--- src/sv/rpn_pkg.sv ---
// ----------------------------------------------------------------------------
// RPN stack evaluator package
// Field widths, item codes, status codes and the controller/datapath types.
// ----------------------------------------------------------------------------
`default_nettype none

package rpn_pkg;

	localparam int MODE_W   = 2;
	localparam int OP_W     = 2;
	localparam int VALUE_W  = 32;
	localparam int DEPTH_W  = 8;
	localparam int STATUS_W = 3;

	localparam int DEF_STACK_DEPTH = 128;
	localparam int DEF_WORD_BITS   = 32;

	typedef logic [MODE_W-1:0]   mode_t;
	typedef logic [OP_W-1:0]     op_t;
	typedef logic [STATUS_W-1:0] status_t;

	localparam mode_t MODE_PUSH = 2'd0;
	localparam mode_t MODE_OPER = 2'd1;
	localparam mode_t MODE_END  = 2'd2;

	localparam op_t OP_ADD = 2'd0;
	localparam op_t OP_SUB = 2'd1;
	localparam op_t OP_MUL = 2'd2;
	localparam op_t OP_DIV = 2'd3;

	localparam status_t ST_OK    = 3'd0;
	localparam status_t ST_UNDER = 3'd1;
	localparam status_t ST_OVER  = 3'd2;
	localparam status_t ST_DIVZ  = 3'd3;
	localparam status_t ST_EMPTY = 3'd4;

	// Commands from the controller to the datapath.
	typedef struct packed {
		logic cap_item;
		logic unit_start;
		logic commit;
	} ctrl_cmd_t;

	// Status from the datapath to the controller.
	typedef struct packed {
		logic need_unit;
		logic unit_done;
	} dp_stat_t;

endpackage

`default_nettype wire

--- src/sv/rpn_ctrl.sv ---
// ----------------------------------------------------------------------------
// RPN stack evaluator controller
// Sequences one item at a time and owns the result valid flag.
// ----------------------------------------------------------------------------
`default_nettype none

module rpn_ctrl (
	input  wire logic              clk,
	input  wire logic              arst_n,
	input  wire logic              item_valid,
	output logic                   item_ready,
	output logic                   result_valid,
	input  wire logic              result_ready,
	input  wire rpn_pkg::dp_stat_t stat,
	output rpn_pkg::ctrl_cmd_t     cmd
);
	import rpn_pkg::*;

	localparam logic [1:0] S_IDLE = 2'd0;
	localparam logic [1:0] S_EXEC = 2'd1;
	localparam logic [1:0] S_ITER = 2'd2;
	localparam logic [1:0] S_FIN  = 2'd3;

	logic [1:0] state_q;
	logic [1:0] state_nx;
	logic       result_valid_q;
	logic       out_free;

	assign out_free   = !result_valid_q || result_ready;
	assign item_ready = (state_q == S_IDLE);

	always_comb begin
		state_nx       = state_q;
		cmd.cap_item   = 1'b0;
		cmd.unit_start = 1'b0;
		cmd.commit     = 1'b0;
		unique case (state_q)
			S_IDLE: begin
				if (item_valid) begin
					cmd.cap_item = 1'b1;
					state_nx     = S_EXEC;
				end
			end
			S_EXEC: begin
				if (stat.need_unit) begin
					cmd.unit_start = 1'b1;
					state_nx       = S_ITER;
				end else if (out_free) begin
					cmd.commit = 1'b1;
					state_nx   = S_IDLE;
				end
			end
			S_ITER: begin
				if (stat.unit_done) begin
					state_nx = S_FIN;
				end
			end
			S_FIN: begin
				if (out_free) begin
					cmd.commit = 1'b1;
					state_nx   = S_IDLE;
				end
			end
			default: begin
				state_nx = S_IDLE;
			end
		endcase
	end

	always_ff @(posedge clk or negedge arst_n) begin
		if (!arst_n) begin
			state_q        <= S_IDLE;
			result_valid_q <= 1'b0;
		end else begin
			state_q <= state_nx;
			if (cmd.commit) begin
				result_valid_q <= 1'b1;
			end else if (result_ready) begin
				result_valid_q <= 1'b0;
			end
		end
	end

	assign result_valid = result_valid_q;

endmodule

`default_nettype wire

--- config.mk ---
export PLATFORM = sky130hd
export DESIGN_NAME = rpn_ctrl
export DESIGN_NICKNAME = d
export VERILOG_FILES = /design/src/sv/rpn_pkg.sv /design/src/sv/rpn_ctrl.sv
export SDC_FILE = /design/constraint.sdc
export NUM_CORES = 1
export LEC_CHECK = 0
export ABC_CLOCK_PERIOD_IN_PS = 1300
export BUFFER_PORTS_ARGS = -buffer_cell sky130_fd_sc_hd__buf_2
export CORE_AREA = 2 2 39 41
export CTS_CLUSTER_SIZE = 12
export DETAILED_ROUTE_END_ITERATION = 8
export DIE_AREA = 0 0 41 43
export GPL_ROUTABILITY_DRIVEN = 0
export SETUP_SLACK_MARGIN = 0.15
export SLEW_MARGIN = 20
export SYNTH_ARGS = -nofsm -noshare
export SYNTH_HDL_FRONTEND = slang
export SYNTH_SLANG_ARGS = --single-unit
--- constraint.sdc ---
create_clock -name clk -period 1.3 [get_ports clk]
set_clock_uncertainty 0.05 [all_clocks]
set_input_delay 0.26 -clock clk [delete_from_list [all_inputs] [get_ports clk]]
set_output_delay 0.26 -clock clk [all_outputs]
set_load 0.02 [all_outputs]
==> results.py, run 1 <==
metrics = {
    "outcome": {
        "status": "finished with violations",
        "failing_checks": "negative setup slack",
    },
    "die": {
        "design.core.area_um2": 1380,
        "rows": 14,
        "die_area_um2": 1760,
        "die_height_um": 43,
        "starting_density_of_the_core_pct": 11.8,
        "die_w_um": 41,
        "io-pin-count": 11,
    },
    "logic_synthesis": {
        "synthDominantAreaCellType": "dfrtp_1",
        "ys_seq_area_share_pct": 45.8,
        "post_synthesis_instance_total": 18,
        "mappedNetlistArea_um2": 164,
        "ys_seq_elements": 3,
        "syn_nets": 24,
        "yosysWarningCount": 0,
        "synth_enable_flop_cells": 0,
        "synth.top_cells.by_area": "dfrtp_1 (46%), nand2b_4 (8.4%), nand2_1 (6.9%), mux2i_1 (6.1%), a21o_1 (4.6%)",
        "synth.cells.most_frequent": "dfrtp_1 (3), nand2_1 (3), nor2_1 (2)",
        "synth_top_area_share_pct": 45.8,
        "async_reset_ff_share_pct": 100,
        "synth-main-ff-cell": "dfrtp_1",
        "post_synth.cell_area_avg_um2": 9.11,
        "yosysUniqueCellTypes": 13,
    },
    "final_layout": {
        "final_net_count": 43,
        "nFillCells": 156,
        "antenna_cells": 0,
        "regArea_um2": 76.3,
        "area_growth_syn_to_layout_pct": 121,
        "multi_input_comb_area_um2": 115,
        "post_layout_nonfiller_instances": 52,
        "drive_above_1_share_pct": 66.7,
    },
    "worst_setup_path": {
        "endpoint_kind": "output pin",
        "startpoint": "state_q[1]$_DFFE_PN0P_",
        "critical_path_required_ns": 0.99,
        "arrival_ns": 1.06,
        "critPathKind": "register to output pin",
        "regToRegSetupSlack_ns": 0.30,
        "worst_r2r_endpoint": "state_q[1]$_DFFE_PN0P_",
        "critical_path.startpoint_type": "register",
        "worst-r2r-cell-count": 4,
        "r2r-start": "state_q[0]$_DFFE_PN0P_",
        "worst-path-max-fanout": 3,
    },
    "clocking": {
        "clock_insertion_delay_worst_skew_ns": 0.23,
        "buffers_from_clock_root_to_sink_at_most": 2,
        "clk_root_buffer_cell": "clkbuf_4",
        "cts_inserted_buffers": 3,
        "cts_max_level": 1,
        "cts_tree": "yes",
        "clk_transition_reported_paths_ns": 0.04,
        "cts_sinks": 3,
    },
    "flow_run": {
        "drv.max_cap_violation_count": 0,
    },
    "timing": {
        "final-setup-viol-count": 3,
        "layout_worst_path_cycle_share_pct": 105,
        "finalSetupTns_ns": -0.196,
        "fmax_ghz": 0.731,
        "final_hold_viol_count": 0,
        "relSlewSlack_pct": 82.1,
        "rsz0062_at_grt": "yes",
        "layout_setup_ws_ns": -0.0688,
        "layout_min_cycle_time_ns": 1.37,
        "worst-slew-pin-transition_ns": 0.267,
        "timing.final.max_slew_violations": 0,
    },
    "global_routing": {
        "wire_length_of_the_first_global_routing_pass_um": 690,
        "number_of_global_route_vias_before_repair": 206,
        "grt_start_max_net_pins": 4,
        "grt_antenna_before_repair": 0,
        "globalRouteOverflowTotal": 0,
        "grtUsageTotal_pct": 6.34,
    },
    "power": {
        "vdd.ir_drop.worst_mv": 0.499,
        "power.leakage_nw": 0.179,
        "sw_frac_of_total_pct": 38.3,
        "switching_power_mw": 0.355,
        "combPwrFrac_pct": 61.5,
        "power_per_cell_area_nw_per_um2": 2560,
        "share_seq_of_total_power_pct": 21.2,
        "internal_power_mw": 0.572,
        "clock_power_share_pct": 17.3,
    },
    "worst_hold_path": {
        "worstHoldPathType": "input port to register",
        "hp-start": "result_ready",
        "min_path_cells": 3,
        "min_delay_worst_endpoint": "result_valid$_DFFE_PN0P_",
    },
    "routing": {
        "route.antenna.remaining_nets": 0,
        "dr.pass1.iters": 2,
        "routedWlPerCell_um": 7.62,
        "number_of_drc_violations_after_detailed_routing_iteration_0": 3,
        "wl_um": 396,
        "viasPerCell": 3.48,
        "drcViolationCount": 0,
        "route.vias.total": 181,
    },
    "place": {
        "dpl.hpwl_um": 310,
        "dp.cells": 45,
        "place.port_buffers": 10,
    },
}
## metal layers
layer / part of all wire [%] / vias to the layer above / GRT usage [%]
li1: - / 93 / -
met1: 29 / 83 / 4.22
met2: 63 / 5 / 10.9
met3: 7.6 / 0 / 3.14
met4: 0 / 0 / 6.00
met5: 0 / - / 0
## layout by cell type (no fill, tap or decap), drive strengths merged
master       instances
nor2                 3
o21ai                1
nand3                1
nand2b               2
dlygate4sd3          1
buf                 13
inv                  1
a21o                 1
and2                 1
clkbuf               4
nor2b                1
mux2i                1
dfrtp                3
nand2                3
## critical path, stage by stage (launching register included)
cell and delay, ns:
dfrtp_1 0.41, nand2b_4 0.18, nor2_4 0.12, buf_6 0.12
## registers in the layout, indices dropped and copies added, names as in the netlist
signal	cells
state_q	2
result_valid	1
## worst max path at each step
| stage | to | slack, ns | cells past startpoint |
|---|---|---|---|
| global placement | cmd[0] | 0.11 | 4 |
| detailed placement | cmd[0] | 0.09 | 4 |
| global route | cmd[1] | -0.13 | 3 |
| floorplan | cmd[2] | 0.14 | 2 |
| finish | cmd[1] | -0.07 | 3 |
| CTS | cmd[1] | -0.09 | 3 |
## kinds of logic (layout without fill, tap and decap cells)
group,Yosys count,after routing,share of synthesized area [%]
AND/OR/NAND/NOR,11,11,38.2
flip-flops,3,3,45.8
AO/OA/AOI/OAI,2,2,7.63
multiplexers,1,1,6.11
buffers and inverters,1,19,2.29
## repair_timing
item                       CTS  global route
setup endpoints to repair    4             4
hold endpoints to repair     3             0
gates resized for setup     13             0
hold buffers                 1             0
buffers inserted             2             0
pin swaps                    1             1
## cell type report
class                           count  share of cell area, %
Inverter                            1                   1.04
Timing Repair Buffer               14                   33.2
Multi-Input combinational cell     14                   31.8
Sequential cell                     3                   21.1
Tap cell                           16                   5.54
Clock buffer                        4                   7.27
## through the flow
| stage | hold slack (ns) | total power [mW] | instance area (µm²) | utilization, % | setup slack [ns] |
|---|---|---|---|---|---|
| after floorplan | -0.0856 | 0.445 | 180 | - | 0.143 |
| after global placement | 0.00710 | 0.558 | 258 | 18.6 | 0.106 |
| after detailed placement | 0.0103 | 0.563 | 258 | 18.6 | 0.0921 |
| after CTS | 0.266 | 0.938 | 362 | 26.1 | -0.0887 |
| after global routing | 0.266 | 1.00 | 362 | 26.1 | -0.128 |
| final | 0.269 | 0.927 | 362 | 26.1 | -0.0688 |
## power groups by stage
| stage | Combinational [mW] | Sequential, mW | Clock [mW] |
|---|---|---|---|
| 6_report | 0.570 | 0.197 | 0.160 |
| 5_1_grt | 0.610 | 0.207 | 0.183 |
| 4_1_cts | 0.572 | 0.196 | 0.170 |
| 3_5_place_dp | 0.365 | 0.198 | 0 |
| 3_3_place_gp | 0.362 | 0.196 | 0 |
| 2_1_floorplan | 0.227 | 0.218 | 0 |
Note: power is estimated with default switching activity, not from simulation.
==> run 2: changes to the inputs <==
--- a/config.mk
+++ b/config.mk
@@ -7,2 +7,3 @@
 export LEC_CHECK = 0
+export ABC_AREA = 1
 export ABC_CLOCK_PERIOD_IN_PS = 1300
==> constraint.sdc (replaced) <==
create_clock -name clk -period 1.3 [get_ports clk]
set_clock_uncertainty 0.05 [all_clocks]
set_input_delay 0.065 -clock clk [delete_from_list [all_inputs] [get_ports clk]]
set_output_delay 0.065 -clock clk [all_outputs]
set_load 0.02 [all_outputs]
==> results.py, run 2 <==
metrics = {
    "die": {
        "die_area_um2": 1760,
        "die_height_um": 43,
        "io-pin-count": 11,
        "rows": 14,
        "starting_density_of_the_core_pct": 12.1,
        "die_w_um": 41,
        "design.core.area_um2": 1380,
    },
    "logic_synthesis": {
        "ys_seq_elements": 3,
        "yosysUniqueCellTypes": 8,
        "synth-main-ff-cell": "dfrtp_1",
        "mappedNetlistArea_um2": 168,
        "post_synthesis_instance_total": 25,
        "syn_nets": 31,
        "synth_enable_flop_cells": 0,
        "synth_top_area_share_pct": 44.8,
        "yosysWarningCount": 0,
        "synth.cells.most_frequent": "inv_1 (7), nand2_1 (7), nor2_1 (4), dfrtp_1 (3)",
        "ys_seq_area_share_pct": 44.8,
        "synthDominantAreaCellType": "dfrtp_1",
        "async_reset_ff_share_pct": 100,
        "post_synth.cell_area_avg_um2": 6.71,
        "synth.top_cells.by_area": "dfrtp_1 (45%), inv_1 (16%), nand2_1 (16%), nor2_1 (9.0%), nand3_2 (6.0%)",
    },
    "final_layout": {
        "antenna_cells": 0,
        "post_layout_nonfiller_instances": 56,
        "registers.top_by_ff_count": "state_q",
        "final_net_count": 47,
        "flip_flop_count_of_the_largest_register_after_layout": 2,
        "drive_above_1_share_pct": 57.5,
        "most-common-layout-cells": "buf_2 (6), inv_1 (5), nand2_1 (5)",
        "area_growth_syn_to_layout_pct": 82.1,
        "fin_area_um2": 305,
        "final_core_util_pct": 22.1,
        "mostFrequentLayoutCell": "buf_2",
    },
    "routing": {
        "route.antenna.remaining_nets": 0,
        "route.vias.total": 196,
        "wl_um": 405,
        "drcViolationCount": 0,
        "viasPerCell": 3.50,
        "routedWlPerCell_um": 7.23,
        "dr.pass1.iters": 2,
        "number_of_drc_violations_after_detailed_routing_iteration_0": 1,
    },
    "global_routing": {
        "grt_start_max_net_pins": 7,
        "number_of_global_route_vias_before_repair": 176,
        "grtUsageTotal_pct": 5.94,
        "wire_length_of_the_first_global_routing_pass_um": 614,
        "grt_antenna_before_repair": 0,
        "globalRouteOverflowTotal": 0,
    },
    "worst_setup_path": {
        "timing.critical_path.cells": "nor3_2 > buf_4",
        "endpoint_kind": "output pin",
        "critical_path_required_ns": 1.19,
        "critPathSlowestCell": "dfrtp_2",
        "path_delay_family": "flip-flops",
        "worst_path_largest_cell_delay_ns": 0.44,
        "critPathKind": "register to output pin",
        "r2r-start": "state_q[0]$_DFFE_PN0P_",
        "startpoint": "state_q[1]$_DFFE_PN0P_",
        "worst-path-max-fanout": 6,
        "critical_path.startpoint_type": "register",
        "arrival_ns": 1.00,
        "regToRegSetupSlack_ns": 0.39,
        "worstPathBufferInverterCount": 1,
    },
    "timing": {
        "final_hold_viol_count": 0,
        "rsz0062_at_grt": "yes",
        "layout_min_cycle_time_ns": 1.11,
        "fmax_ghz": 0.900,
        "layout_setup_ws_ns": 0.189,
        "timing.final.max_slew_violations": 0,
        "final-setup-viol-count": 0,
        "relSlewSlack_pct": 91.3,
        "layout_worst_path_cycle_share_pct": 85.4,
        "finalSetupTns_ns": 0,
        "fin_worst_hold_slack_ns": 0.0746,
        "worst-slew-pin-transition_ns": 0.129,
    },
    "place": {
        "dpl.hpwl_um": 314,
        "place_area_um2": 238,
        "dpl_worst_slack_ns": 0.399,
        "place.port_buffers": 10,
        "dp.cells": 51,
    },
    "clocking": {
        "cts_inserted_buffers": 3,
        "clk_transition_reported_paths_ns": 0.04,
        "cts_max_level": 1,
        "cts_tree": "yes",
        "cts_sinks": 3,
        "clock_insertion_delay_worst_skew_ns": 0.23,
        "clk_root_buffer_cell": "clkbuf_4",
        "buffers_from_clock_root_to_sink_at_most": 2,
    },
    "power": {
        "switching_power_mw": 0.316,
        "clock_power_share_pct": 22.1,
        "power_per_cell_area_nw_per_um2": 2380,
        "vdd.ir_drop.worst_mv": 0.814,
        "report.power.total_mw": 0.728,
        "share_seq_of_total_power_pct": 29.5,
        "combPwrFrac_pct": 48.4,
        "internal_power_mw": 0.412,
        "power.leakage_nw": 0.174,
        "sw_frac_of_total_pct": 43.5,
    },
    "worst_hold_path": {
        "hp-start": "stat[1]",
        "worstHoldPathType": "input port to register",
    },
    "outcome": {
        "status": "completed",
    },
    "flow_run": {
        "drv.max_cap_violation_count": 0,
    },
}
[run 2: worst register-to-register path, cell delays in order, from the launching register on]
cell	delay [ns]
dfrtp_2	0.44
nor2_1	0.15
nand2_1	0.07
nand2_1	0.06
nor2_1	0.03
[run 2: cell type report]
| cell class | instances | area [µm²] |
|---|---|---|
| clock buffer | 4 | 26.3 |
| multi-input combinational | 15 | 81.3 |
| tap | 16 | 20.0 |
| sequential | 3 | 77.6 |
| fill | 159 | 1080 |
| timing repair buffer | 11 | 73.8 |
| inverter | 7 | 26.3 |
[run 2: timing repair]
item,CTS,global route
endpoints found under the setup margin,3,4
gates cloned,0,0
buffers inserted,0,0
pin swaps,1,2
endpoints found under the hold margin,3,0
hold buffers,1,0
resized for setup,2,12
[run 2: path summary, 6_finish.rpt]
kind                                            endpoint  depth (start not counted)
worst max-delay path                              cmd[2]                          2
worst min-delay path              state_q[1]$_DFFE_PN0P_                          3
worst max register to register    state_q[0]$_DFFE_PN0P_                          4
worst min register to register  result_valid$_DFFE_PN0P_                          2
max in group asynchronous         state_q[1]$_DFFE_PN0P_                          2
min in group asynchronous         state_q[0]$_DFFE_PN0P_                          2
[run 2: power groups by stage]
stage          Combinational [mW]  Sequential (mW)  Clock (mW)
3_5_place_dp                0.296            0.195           0
3_3_place_gp                0.298            0.195           0
5_1_grt                     0.389            0.228       0.183
2_1_floorplan               0.187            0.204           0
6_report                    0.352            0.215       0.161
4_1_cts                     0.312            0.194       0.173
[run 2: layer usage]
metal	wire length, µm	track usage (%)
met1	177	6.15
met2	194	6.88
met3	34	3.14
met4	0	8.00
met5	0	0
[run 2: cell families after synthesis]
| group | Yosys count | share of synthesized area, % |
|---|---|---|
| AOI/OAI and AO/OA | 1 | 2.98 |
| buffers and inverters | 7 | 15.7 |
| and+or+nand+nor | 14 | 36.6 |
| DFF | 3 | 44.8 |
==> run 3: changes to the inputs <==
Settings changed: ABC_AREA 1 to default.
==> results.py, run 3 (synthesized netlist as in run 1, its figures left out) <==
metrics = {
    "worst_setup_path": {
        "worst-r2r-cell-count": 3,
        "critical_path_required_ns": 1.19,
        "critPathSlowestCell": "dfrtp_1",
        "cp.depth": 4,
        "worstPathBufferInverterCount": 1,
        "critical_path.startpoint_type": "register",
        "startpoint": "state_q[1]$_DFFE_PN0P_",
        "timing.critical_path.cells": "nand2b_4 > nand2_2 > nor2_1 > buf_4",
        "crit_path_end": "cmd[0]",
        "endpoint_kind": "output pin",
        "r2r-start": "state_q[1]$_DFFE_PN0P_",
        "regToRegSetupSlack_ns": 0.36,
        "path_delay_family": "flip-flops",
        "worst_r2r_endpoint": "state_q[0]$_DFFE_PN0P_",
        "critPathKind": "register to output pin",
        "arrival_ns": 1.06,
        "worst-path-max-fanout": 3,
        "worst_path_largest_cell_delay_ns": 0.37,
    },
    "final_layout": {
        "antenna_cells": 0,
        "mostFrequentLayoutCell": "buf_2",
        "flip_flop_count_of_the_largest_register_after_layout": 2,
        "final_core_util_pct": 22.3,
        "post_layout_nonfiller_instances": 51,
        "registers.top_by_ff_count": "state_q",
        "most-common-layout-cells": "buf_2 (7), clkbuf_4 (3), buf_4 (3)",
        "area_growth_syn_to_layout_pct": 88.5,
        "drive_above_1_share_pct": 62.9,
        "final_net_count": 42,
        "nFillCells": 160,
    },
    "global_routing": {
        "grtUsageTotal_pct": 6.34,
        "number_of_global_route_vias_before_repair": 168,
        "grt_antenna_before_repair": 0,
        "wire_length_of_the_first_global_routing_pass_um": 662,
        "grt_start_max_net_pins": 7,
        "globalRouteOverflowTotal": 0,
    },
    "clocking": {
        "clock_insertion_delay_worst_skew_ns": 0.23,
        "clk_root_buffer_cell": "clkbuf_4",
        "cts_inserted_buffers": 3,
        "cts_sinks": 3,
        "cts_max_level": 1,
        "clk_transition_reported_paths_ns": 0.04,
        "buffers_from_clock_root_to_sink_at_most": 2,
        "cts_tree": "yes",
    },
    "timing": {
        "relSlewSlack_pct": 91.8,
        "finalSetupTns_ns": 0,
        "worst-slew-pin-transition_ns": 0.120,
        "final-setup-viol-count": 0,
        "fmax_ghz": 0.850,
        "layout_worst_path_cycle_share_pct": 90.5,
        "final_hold_viol_count": 0,
        "timing.final.max_slew_violations": 0,
        "rsz0062_at_grt": "yes",
        "layout_min_cycle_time_ns": 1.18,
    },
    "power": {
        "internal_power_mw": 0.461,
        "clock_power_share_pct": 21.5,
        "combPwrFrac_pct": 52.7,
        "report.power.total_mw": 0.763,
        "share_seq_of_total_power_pct": 25.7,
        "switching_power_mw": 0.302,
        "vdd.ir_drop.worst_mv": 0.528,
        "power.leakage_nw": 0.160,
        "power_per_cell_area_nw_per_um2": 2470,
        "sw_frac_of_total_pct": 39.6,
    },
    "routing": {
        "route.antenna.remaining_nets": 0,
        "viasPerCell": 3.61,
        "dr.pass1.iters": 1,
        "route.vias.total": 184,
        "routedWlPerCell_um": 8.04,
        "number_of_drc_violations_after_detailed_routing_iteration_0": 0,
        "wl_um": 410,
        "drcViolationCount": 0,
    },
    "die": {
        "rows": 14,
        "design.core.area_um2": 1380,
        "io-pin-count": 11,
        "die_area_um2": 1760,
        "die_height_um": 43,
        "die_w_um": 41,
        "starting_density_of_the_core_pct": 11.8,
    },
    "place": {
        "dp.cells": 44,
        "place.port_buffers": 10,
    },
    "flow_run": {
        "drv.max_cap_violation_count": 0,
    },
    "outcome": {
        "status": "completed",
    },
    "worst_hold_path": {
        "worstHoldPathType": "input port to register",
    },
}
## run 3: metrics by stage
stage,setup WS [ns],area (µm²),hold slack (ns)
detailed placement,0.304,236,-0.185
floorplan,0.242,166,-0.281
global placement,0.318,236,-0.188
CTS,0.113,302,0.0654
finish,0.123,309,0.0703
global route,0.0516,309,0.0953
## run 3: worst min path at each step
stage	end	start	cells past startpoint
after floorplan	result_valid$_DFFE_PN0P_	arst_n	0
after global placement	state_q[1]$_DFFE_PN0P_	arst_n	1
after detailed placement	state_q[0]$_DFFE_PN0P_	arst_n	1
after CTS	result_valid$_DFFE_PN0P_	result_ready	3
after global routing	state_q[1]$_DFFE_PN0P_	arst_n	2
final	result_valid$_DFFE_PN0P_	result_ready	3
## run 3: layout make-up
type | instances | area, µm² | area share, %
Clock buffer | 4 | 26.3 | 8.50
Tap cell | 16 | 20.0 | 6.48
Sequential cell | 3 | 76.3 | 24.7
Inverter | 1 | 3.75 | 1.21
Multi-Input combinational cell | 14 | 92.6 | 30.0
Timing Repair Buffer | 13 | 90.1 | 29.1
## run 3: routing by layer
| layer | wire (µm) | vias up | track usage, % |
|---|---|---|---|
| met1 | 142 | 86 | 6.15 |
| met4 | 0 | 0 | 4.00 |
| met2 | 229 | 6 | 8.13 |
| met5 | 0 | - | 0 |
| li1 | - | 92 | - |
| met3 | 38 | 0 | 6.28 |
## run 3: power groups by stage
| stage | logic (mW) | clock network (mW) | registers [mW] |
|---|---|---|---|
| global route | 0.437 | 0.189 | 0.207 |
| finish | 0.402 | 0.164 | 0.196 |
| CTS | 0.388 | 0.177 | 0.195 |
| global placement | 0.308 | 0 | 0.192 |
| floorplan | 0.200 | 0 | 0.207 |
| detailed placement | 0.314 | 0 | 0.195 |
## run 3: what timing repair did
action / CTS / global route
buffers inserted: 1 / 1
pin swaps: 2 / 2
hold endpoints to repair: 3 / 0
hold buffers: 1 / 0
gates resized for setup: 8 / 0
setup endpoints to repair: 3 / 4
## run 3: worst reg2reg max path, stage by stage, from the launching register on
cell     delay (ns)
dfrtp_1        0.39
buf_4          0.15
mux2i_1        0.14
o21ai_1        0.09
